--- config.mk ---
export PLATFORM = sky130hd
export DESIGN_NAME = button_gesture_classifier_top
export DESIGN_NICKNAME = d
export VERILOG_FILES = /design/src/bgc_pkg.sv /design/src/bgc_core.sv /design/src/button_gesture_classifier_top.sv
export SDC_FILE = /design/constraint.sdc
export NUM_CORES = 1
export LEC_CHECK = 0
export BUFFER_PORTS_ARGS = -buffer_cell sky130_fd_sc_hd__buf_4
export CORE_UTILIZATION = 60
export DETAILED_ROUTE_END_ITERATION = 7
export PLACE_DENSITY = 0.77
export SETUP_SLACK_MARGIN = 0.2
export SKIP_CTS_REPAIR_TIMING = 1
export SLEW_MARGIN = 40
export SYNTH_ARGS = -nofsm -noshare
export SYNTH_HDL_FRONTEND = slang
export SYNTH_SLANG_ARGS = --single-unit
--- constraint.sdc ---
create_clock -name clk_i -period 11 [get_ports clk_i]
set_clock_uncertainty 0.05 [all_clocks]
set_input_delay 0.55 -clock clk_i [delete_from_list [all_inputs] [get_ports clk_i]]
set_output_delay 0.55 -clock clk_i [all_outputs]
set_load 0.01 [all_outputs]
--- src/bgc_pkg.sv ---
package bgc_pkg;

  localparam int unsigned CntW  = 16;
  localparam int unsigned TimeW = 32;
  localparam int unsigned CfgIdxW = 2;

  localparam logic [CntW-1:0] CntMax = {CntW{1'b1}};

  // register indexes
  localparam logic [CfgIdxW-1:0] RegBounce     = 2'd0;
  localparam logic [CfgIdxW-1:0] RegLongPress  = 2'd1;
  localparam logic [CfgIdxW-1:0] RegDoubleWin  = 2'd2;
  localparam logic [CfgIdxW-1:0] RegShortLimit = 2'd3;

  localparam logic [CntW-1:0] BounceReset     = 16'd20;
  localparam logic [CntW-1:0] LongPressReset  = 16'd1000;
  localparam logic [CntW-1:0] DoubleWinReset  = 16'd200;
  localparam logic [CntW-1:0] ShortLimitReset = 16'd500;

  // item kinds
  localparam logic ModeTick = 1'b0;
  localparam logic ModeEdge = 1'b1;

  // phase codes
  localparam logic [1:0] PhIdle    = 2'd0;
  localparam logic [1:0] PhRelease = 2'd1;
  localparam logic [1:0] PhDouble  = 2'd2;
  localparam logic [1:0] PhLong    = 2'd3;

  typedef enum logic [2:0] {
    GestNone   = 3'd0,
    GestDouble = 3'd1,
    GestShort  = 3'd2,
    GestLongC  = 3'd3,
    GestHold   = 3'd4
  } gesture_e;

  typedef struct packed {
    logic mode;
    logic pin_level;
  } in_t;

  typedef struct packed {
    logic [2:0]      gesture;
    logic [CntW-1:0] press_duration;
  } out_t;

  typedef struct packed {
    logic [CntW-1:0] bounce_ticks;
    logic [CntW-1:0] long_press_ticks;
    logic [CntW-1:0] double_window_ticks;
    logic [CntW-1:0] short_limit_ticks;
  } cfg_t;

  function automatic logic [CntW-1:0] sat_inc(input logic [CntW-1:0] v);
    return (v == CntMax) ? v : v + 1'b1;
  endfunction

endpackage

--- src/bgc_core.sv ---
module bgc_core (
  input  logic          clk_i,
  input  logic          rst_ni,
  input  logic          step_i,
  input  bgc_pkg::in_t  item_i,
  input  bgc_pkg::cfg_t cfg_i,
  output bgc_pkg::out_t res_o
);
  import bgc_pkg::*;

  logic [1:0]       phase_q, phase_d;
  logic             deb_act_q, deb_act_d;
  logic [CntW-1:0]  deb_cnt_q, deb_cnt_d;
  logic [CntW-1:0]  hold_q, hold_d;
  logic [TimeW-1:0] tick_q, tick_d;
  logic [TimeW-1:0] press_q, press_d;
  logic [TimeW-1:0] rel_q, rel_d;

  logic [CntW-1:0]  deb_inc;
  logic [CntW-1:0]  hold_inc;
  logic [TimeW-1:0] diff;
  gesture_e         gest;
  logic [CntW-1:0]  dur;

  always_comb begin
    phase_d   = phase_q;
    deb_act_d = deb_act_q;
    deb_cnt_d = deb_cnt_q;
    hold_d    = hold_q;
    tick_d    = tick_q;
    press_d   = press_q;
    rel_d     = rel_q;
    gest      = GestNone;
    dur       = '0;
    deb_inc   = sat_inc(deb_cnt_q);
    hold_inc  = (phase_q != PhIdle) ? sat_inc(hold_q) : hold_q;
    diff      = rel_q - press_q;

    if (item_i.mode == ModeEdge) begin
      deb_act_d = 1'b1;
      deb_cnt_d = '0;
    end else begin
      tick_d = tick_q + 1'b1;
      if (deb_act_q) begin
        deb_cnt_d = deb_inc;
        if (deb_inc >= cfg_i.bounce_ticks) begin
          deb_act_d = 1'b0;
          deb_cnt_d = '0;
          // debounced pin evaluation, active low
          if (!item_i.pin_level) begin
            if (phase_q == PhIdle || phase_q == PhLong) begin
              press_d = tick_d;
              phase_d = PhRelease;
              hold_d  = '0;
            end else if (phase_q == PhDouble) begin
              hold_d  = '0;
              phase_d = PhLong;
              gest    = GestDouble;
            end
          end else begin
            if (phase_q == PhRelease) begin
              rel_d   = tick_d;
              hold_d  = '0;
              phase_d = PhDouble;
            end else if (phase_q == PhLong) begin
              phase_d = PhIdle;
            end
          end
        end
      end else begin
        hold_d = hold_inc;
        case (phase_q)
          PhRelease: begin
            if (hold_inc > cfg_i.long_press_ticks) phase_d = PhLong;
          end
          PhDouble: begin
            if (hold_inc > cfg_i.double_window_ticks) begin
              phase_d = PhIdle;
              hold_d  = '0;
              dur     = (diff > {{(TimeW-CntW){1'b0}}, CntMax}) ? CntMax : diff[CntW-1:0];
              gest    = (diff < {{(TimeW-CntW){1'b0}}, cfg_i.short_limit_ticks}) ?
                        GestShort : GestLongC;
            end
          end
          PhLong: begin
            if (hold_inc > cfg_i.long_press_ticks) gest = GestHold;
          end
          default: ;
        endcase
      end
    end
  end

  assign res_o.gesture        = gest;
  assign res_o.press_duration = dur;

  always_ff @(posedge clk_i or negedge rst_ni) begin
    if (!rst_ni) begin
      phase_q   <= PhIdle;
      deb_act_q <= 1'b0;
      deb_cnt_q <= '0;
      hold_q    <= '0;
      tick_q    <= '0;
      press_q   <= '0;
      rel_q     <= '0;
    end else if (step_i) begin
      phase_q   <= phase_d;
      deb_act_q <= deb_act_d;
      deb_cnt_q <= deb_cnt_d;
      hold_q    <= hold_d;
      tick_q    <= tick_d;
      press_q   <= press_d;
      rel_q     <= rel_d;
    end
  end

endmodule

--- src/button_gesture_classifier_top.sv ---
// channel  | direction | handshake             | beat
// ---------+-----------+-----------------------+------------------------------
// in       | input     | in_valid_i/in_ready_o | in_data_i: mode, pin_level
// out      | output    | out_valid_o/out_ready_i | out_data_o: gesture, duration
// cfg      | input     | cfg_we_i              | cfg_idx_i, cfg_data_i
//
// one beat in, one beat out; an input beat is taken every cycle while the
// output register is empty or being drained in the same cycle
// the result appears in the cycle after acceptance, from the output register
// reset clears the classifier state, the output valid and restores register defaults
// an output stall holds in_ready_o low until the waiting beat is taken
module button_gesture_classifier_top (
  input  logic                           clk_i,
  input  logic                           rst_ni,
  input  logic                           in_valid_i,
  output logic                           in_ready_o,
  input  bgc_pkg::in_t                   in_data_i,
  output logic                           out_valid_o,
  input  logic                           out_ready_i,
  output bgc_pkg::out_t                  out_data_o,
  input  logic                           cfg_we_i,
  input  logic [bgc_pkg::CfgIdxW-1:0]    cfg_idx_i,
  input  logic [bgc_pkg::CntW-1:0]       cfg_data_i
);
  import bgc_pkg::*;

  cfg_t cfg_q;
  out_t res;
  out_t out_q;
  logic out_valid_q;
  logic accept;

  assign in_ready_o = !out_valid_q || out_ready_i;
  assign accept     = in_valid_i && in_ready_o;

  always_ff @(posedge clk_i or negedge rst_ni) begin
    if (!rst_ni) begin
      cfg_q.bounce_ticks        <= BounceReset;
      cfg_q.long_press_ticks    <= LongPressReset;
      cfg_q.double_window_ticks <= DoubleWinReset;
      cfg_q.short_limit_ticks   <= ShortLimitReset;
    end else if (cfg_we_i) begin
      case (cfg_idx_i)
        RegBounce:     cfg_q.bounce_ticks        <= cfg_data_i;
        RegLongPress:  cfg_q.long_press_ticks    <= cfg_data_i;
        RegDoubleWin:  cfg_q.double_window_ticks <= cfg_data_i;
        RegShortLimit: cfg_q.short_limit_ticks   <= cfg_data_i;
        default: ;
      endcase
    end
  end

  bgc_core u_core (
    .clk_i  (clk_i),
    .rst_ni (rst_ni),
    .step_i (accept),
    .item_i (in_data_i),
    .cfg_i  (cfg_q),
    .res_o  (res)
  );

  always_ff @(posedge clk_i or negedge rst_ni) begin
    if (!rst_ni) begin
      out_valid_q <= 1'b0;
    end else if (accept) begin
      out_valid_q <= 1'b1;
    end else if (out_ready_i) begin
      out_valid_q <= 1'b0;
    end
  end

  always_ff @(posedge clk_i) begin
    if (accept) begin
      out_q <= res;
    end
  end

  assign out_valid_o = out_valid_q;
  assign out_data_o  = out_q;

endmodule
# Word level (Yosys, flattened, before mapping)
# Cells that the tools add are included.
[classes] n_addsub=4 reduce_logical=21 mux=39 n_bitwise=4 n_eq_ne=14 order_cmp=5
[op_table] operator="$mux W16" n=15
[op_table] operator="$add A16 B1 Y16 const B" n=2
[op_table] operator="$add A32 B1 Y32 const B" n=1
[op_table] operator="$eq A16 B16 Y1 const B" n=2
[op_table] operator="$gt A16 B16 Y1" n=2
[op_table] operator="$gt A32 B16 Y1 const B" n=1
[op_table] operator="$lt A32 B16 Y1" n=1
[op_table] operator="$sub A32 B32 Y32" n=1
[op_table] operator="$mux W2" n=9
[op_table] operator="$mux W3" n=6
[op_table] operator="$ge A16 B16 Y1" n=1
[op_table] operator="$reduce_and A2 Y1" n=6
[op_table] operator="$reduce_and A6 Y1" n=2
[op_table] operator="$eq A2 B2 Y1 const B" n=4
[op_table] operator="$ne A4 B4 Y1 const B" n=2
[op_table] operator="$reduce_and A8 Y1" n=1
[op_table] operator="$mux W1" n=7
[op_table] operator="$ne A3 B2 Y1 const B" n=2
[op_table] operator="$pmux W3 S2" n=1
[op_table] operator="$reduce_bool A2 Y1" n=3
[op_table] operator="$reduce_and A5 Y1" n=1
[op_table] operator="$eq A2 B1 Y1 const B" n=2
[op_table] operator="$logic_not A2 Y1" n=2
[op_table] operator="$not A1 Y1" n=4
[op_table] operator="other kinds (8)" n=9
[word_totals] inputBits=25 ff_bits=215 elab_cells=101

# Depth between registers and ports, before layout
[logic_depth] ltp_word=7 depth_mapped=20 ltp_nobuf=18

# By module
# A second synthesis with hierarchy kept.
[hier_totals] cells_unflattened=1304 hier_area_um2=13242.7
[by_module_without_submodules] module="bgc_core" cells_each=1145 n_inst=1 seq_area_each_um2=3278.1 area_per_inst_um2=10196.0
[by_module_without_submodules] module="button_gesture_classifier_top" cells_each=159 n_inst=1 seq_area_each_um2=2218.4 area_per_inst_um2=3046.7

# Least setup slack after synthesis
# OpenSTA, ideal clock, no wires.
[synth_timing] path_type="register -> register" startpoint="register u_core.deb_cnt_q[3]" endpoint="register u_core.phase_q[0]" t_arrival_ns=3.905 n_path_buf=0 required_time_ns=10.825 path_stages_with_launch=18 slack_ns=6.920 synth_period_minus_slack_ns=4.080 setup_ns=0.125 cell_sequence="dfrtp_1 and3_1 nand4_1 nor4b_4 nor2_1 and3_1 nand3_1 xnor2_1 ha_1 a21o_1 a21o_1 a211oi_2 o2111ai_1 a211oi_2 nand3b_1 nor2_1 a31oi_1 mux2_2"
[synth_between] elab_chain_cells=5 word_cells_on_any_way=6
[synth_lines] item="start: declaration" line="bgc_core.sv:13" rtl="logic [CntW-1:0] deb_cnt_q, deb_cnt_d;"
[synth_lines] item="start signal: assignment" line="bgc_core.sv:109" rtl="deb_cnt_q <= deb_cnt_d;"
[synth_lines] item="$add A16 B1 Y16 or $eq A16 B16 Y1 (tied branches)" line="bgc_pkg.sv:56" rtl="return (v == CntMax) ? v : v + 1'b1;"
[synth_lines] item="$mux W16 *" line="bgc_pkg.sv:56"
[synth_lines] item="$ge A16 B16 Y1 *" line="bgc_core.sv:46" rtl="if (deb_inc >= cfg_i.bounce_ticks) begin"
[synth_lines] item="$ne A2 B2 Y1 (no source line) *"
[synth_lines] item="$reduce_and A8 Y1 (no source line) *"
[synth_lines] item="end signal: assignment" line="bgc_core.sv:99" rtl="phase_q <= PhIdle;"
[synth_lines] item="end signal: assignment" line="bgc_core.sv:107" rtl="phase_q <= phase_d;"
[synth_lines] item="end: declaration" line="bgc_core.sv:11" rtl="logic [1:0] phase_q, phase_d;"
# Every way passes the cells marked *; elsewhere a longest branch is shown, timed or not.
# A chain may end at the register's enable or synchronous reset.

# Worst setup path in the final report
[layout_timing] startpoint="register u_core.deb_cnt_q[6]" endpoint="register u_core.deb_cnt_q[3]"
[layout_between] elab_chain_cells=6 word_cells_on_any_way=7
[layout_lines] item="$add A16 B1 Y16 or $eq A16 B16 Y1 (tied branches)" line="bgc_pkg.sv:56"
[layout_lines] item="$mux W16 *" line="bgc_pkg.sv:56"
[layout_lines] item="$ge A16 B16 Y1" line="bgc_core.sv:46"
[layout_lines] item="$mux W16 *" line="bgc_core.sv:46"
[layout_lines] item="$mux W16 *" line="bgc_core.sv:44" rtl="if (deb_act_q) begin"
[layout_lines] item="$mux W16 *" line="bgc_core.sv:39" rtl="if (item_i.mode == ModeEdge) begin"
# Every way passes the cells marked *; elsewhere a longest branch is shown, timed or not. The select of a mux whose other input is x is not followed.

==> metrics <==
antenna violations before repair=0; slew of the pin with the lowest slew margin=around 0.83 ns; syn_nets=about 1,500; #FFs+latches synth=215; async set-reset flop share out of synthesis=roughly 90%; Leak=7.222 nW; placed cell area=around 14,000 um^2; startpoint types=register; fraction of layout cells with a size suffix above 1=13.86%; Via density=just under 6; Layout Utilization=68.48%; GRT overflow=0; final worst path period need=between 5 and 6 ns; Post-Route WL=approximately 30,000 um; Die H=between 150 and 200 um; Hold WS=around 0.19 ns; reg-to-reg slack, setup=a little under 6 ns; vias post-DR=about 10,000; r2r worst-path depth=17; H-tree Lvls=1; switching power=approximately 0.54 mW; Final setup viols=0; Synth top area share=roughly 34%; top-count cell post-synth=dfrtp_1; hpwl dp=approximately 22,000 um; Max-Cap Viols=0; top_reg_cell synth=dfrtp_1; ant diodes=0; placed cell count=roughly 1,700; unrepaired setup endpoints after global routing=no; Worst Path Arrival=about 5.5 ns; clock share of power=between 30% and 40%; cell row count=between 50 and 60; CP required=between 10 and 15 ns; Skew-Pair Late Insertion Delay=0.52 ns; overall die area=between 20,000 and 25,000 um^2; crit path to=u_core.deb_cnt_q[3]; register area share after synthesis=about two fifths; final hold vios=0; Peak Freq=196.4 MHz; outcome=finished, final reports clean; cell count along the critical path=17; Sw Ratio=a little over a quarter; Design Power=2.044 mW; antenna viol nets, final=0; fin nets=1,546; Total Routing Usage GR=between 20% and 30%; clock root cell=clkbuf_16; Critical Path, Cell by Cell=and4_1, nand4_1, nor4b_4, nor2_1, and3_1, nand3_1, xnor2_1, ha_1, a21o_1, a21o_1, a211oi_2, o2111ai_1, a211oi_2, nand3_1, inv_1, nand2_1, o21ai_0; Total Neg Setup Slack=0 ns; Pins Over Slew Limit=0; Peak VDD IR=0.1230 mV; number of buffers and inverters on the critical path=1; Post-route DRC=0; CTS Sinks=between 200 and 250; Worst R2R Start=u_core.deb_cnt_q[6]; post-synthesis instance total=between 1,000 and 1,500; first-pass GRT wire length=roughly 49,000 um; Hold Path Cell Cnt=2; Longest Clk Path Bufs=3; post-place setup slack=5.972 ns; Layout Cells excl Fill=1,711; Post-synth EDFFs=19; CTS tree=done; crit path from=u_core.deb_cnt_q[6]; Num CTS Buffers=24; M2 GR Usage=between 40% and 50%; P&R area growth vs syn=10.38%; Mapped Area=about 13,000 um^2; Wirelength per Cell=17.43 um; worst min-delay path category=in -> reg; top cells by area, synth=dfrtp_1 (34%), ha_1 (9.7%), mux2_2 (4.6%); Design Area, Final=around 15,000 um^2; Die Wd=between 150 and 200 um; vias in the first global route=roughly 9,800; met1 usage=41.66%; largest net degree at the start of global routing=between 100 and 150; Slew headroom=between 40% and 50%; Syn. warnings=0; Int Pwr=approximately 1.5 mW; Post-synth top cells=dfrtp_1 (179), inv_1 (128), a21oi_1 (117); worst setup margin=5.907 ns; Syn Area/Cell=around 9.5 um^2; CP max stage cell=nand3_1; met3 GRT Util=under 10%; slowest cell delay on critical path=0.55 ns; I/O Buffers=45; routability congestion estimate=0.9306; initial core utilization=62.03%; period utilisation layout=approximately 46%; Worst-path clk slew=roughly 0.06 ns; Worst setup EP type=register; power share of the combinational group=between 10% and 20%; CP delay by family, top=simple AND/OR/NAND/NOR gates; Reg-to-Reg End=u_core.deb_cnt_q[3]; Setup CP Type=reg -> reg; CP Max Fanout=15; Core Area=around 21,000 um^2; Iteration-0 DRC Markers=around 670; TritonRoute pass-1 iters=5; Power per Cell Area=about 140 nW/um^2; Yosys top cell by area=dfrtp_1; Most Crowded Layer GR=met2; Reg power frac=between 40% and 50%; count of different cell masters after synthesis=a little over 80; I/O pin count=46
-- per-layer routing --
layer / routed length [um] / part of all wire [%]
met1: 14630 / 49
met2: 13270 / 45
met3: 1474 / 4.9
met4: 437 / 1.5
met5: 0 / 0
-- area by class of cell --
| type | count | area, um^2 |
|---|---|---|
| Multi-Input combinational cell | 993 | 7005 |
| Fill cell | 1629 | 6710 |
| Sequential cell | 215 | 5497 |
| Clock buffer | 37 | 709.4 |
| Inverter | 128 | 480.5 |
| Timing Repair Buffer | 56 | 444.2 |
| Tap cell | 275 | 344.1 |
| Clock inverter | 7 | 96.34 |
-- cell usage in the layout (no fill, tap or decap), types with 8 or more instances in the layout --
cell type  netlist  layout
a211oi_1         8       8
a21o_1          28      28
a21oi_1        117     117
a31oi_1         25      25
a41o_1          10      10
and2_1          16      16
and3_1          22      22
buf_4            1      53
clkbuf_16        0      25
dfrtp_1        179     179
dfstp_2         17      17
edfxtp_1        19      19
ha_1           102     102
inv_1          128     127
mux2_2          54      54
nand2_1        115     115
nand2b_1        15      15
nand3_1         28      28
nand4_1         28      28
nor2_1         113     111
nor2b_1         16      16
nor3_1          11      11
o21a_1          13      13
o21ai_0         56      56
xnor2_1         65      65
xor2_1          40      40
-- power by group through the flow --
stage / registers (mW) / logic (mW) / clock network (mW)
floorplan: 0.924 / 0.214 / 0
global placement: 0.930 / 0.295 / 0
detailed placement: 0.935 / 0.306 / 0
CTS: 0.922 / 0.312 / 0.823
global route: 0.930 / 0.353 / 0.856
finish: 0.923 / 0.312 / 0.809
-- flip-flops by register name (all words and copies together), names as in the netlist --
| register | cells |
|---|---|
| cfg_q | 64 |
| out_data_o | 19 |
| out_valid_o | 1 |
| u_core.deb_act_q | 1 |
| u_core.deb_cnt_q | 16 |
| u_core.hold_q | 16 |
| u_core.phase_q | 2 |
| u_core.press_q | 32 |
| u_core.rel_q | 32 |
| u_core.tick_q | 32 |
-- logic make-up after synthesis --
logic type	share of synthesized area, %
flip-flops	41.62
XOR/XNOR	6.964
adder cells (fa/ha/maj)	9.816
AO/OA/AOI/OAI	15.58
AND/OR/NAND/NOR	15.23
buffers and inverters	5.486
multiplexers	5.306
-- worst min path at each step --
stage                          start                end  slack [ns]
CTS                           rst_ni  u_core.hold_q[10]       -0.01
floorplan                     rst_ni           cfg_q[0]        0.20
detailed placement          cfg_q[0]           cfg_q[0]        0.44
finish                    in_valid_i        out_valid_o        0.19
global placement    u_core.rel_q[29]   u_core.rel_q[29]        0.43
global route              in_valid_i        out_valid_o        0.18
Note: power is estimated with default switching activity, not from simulation.
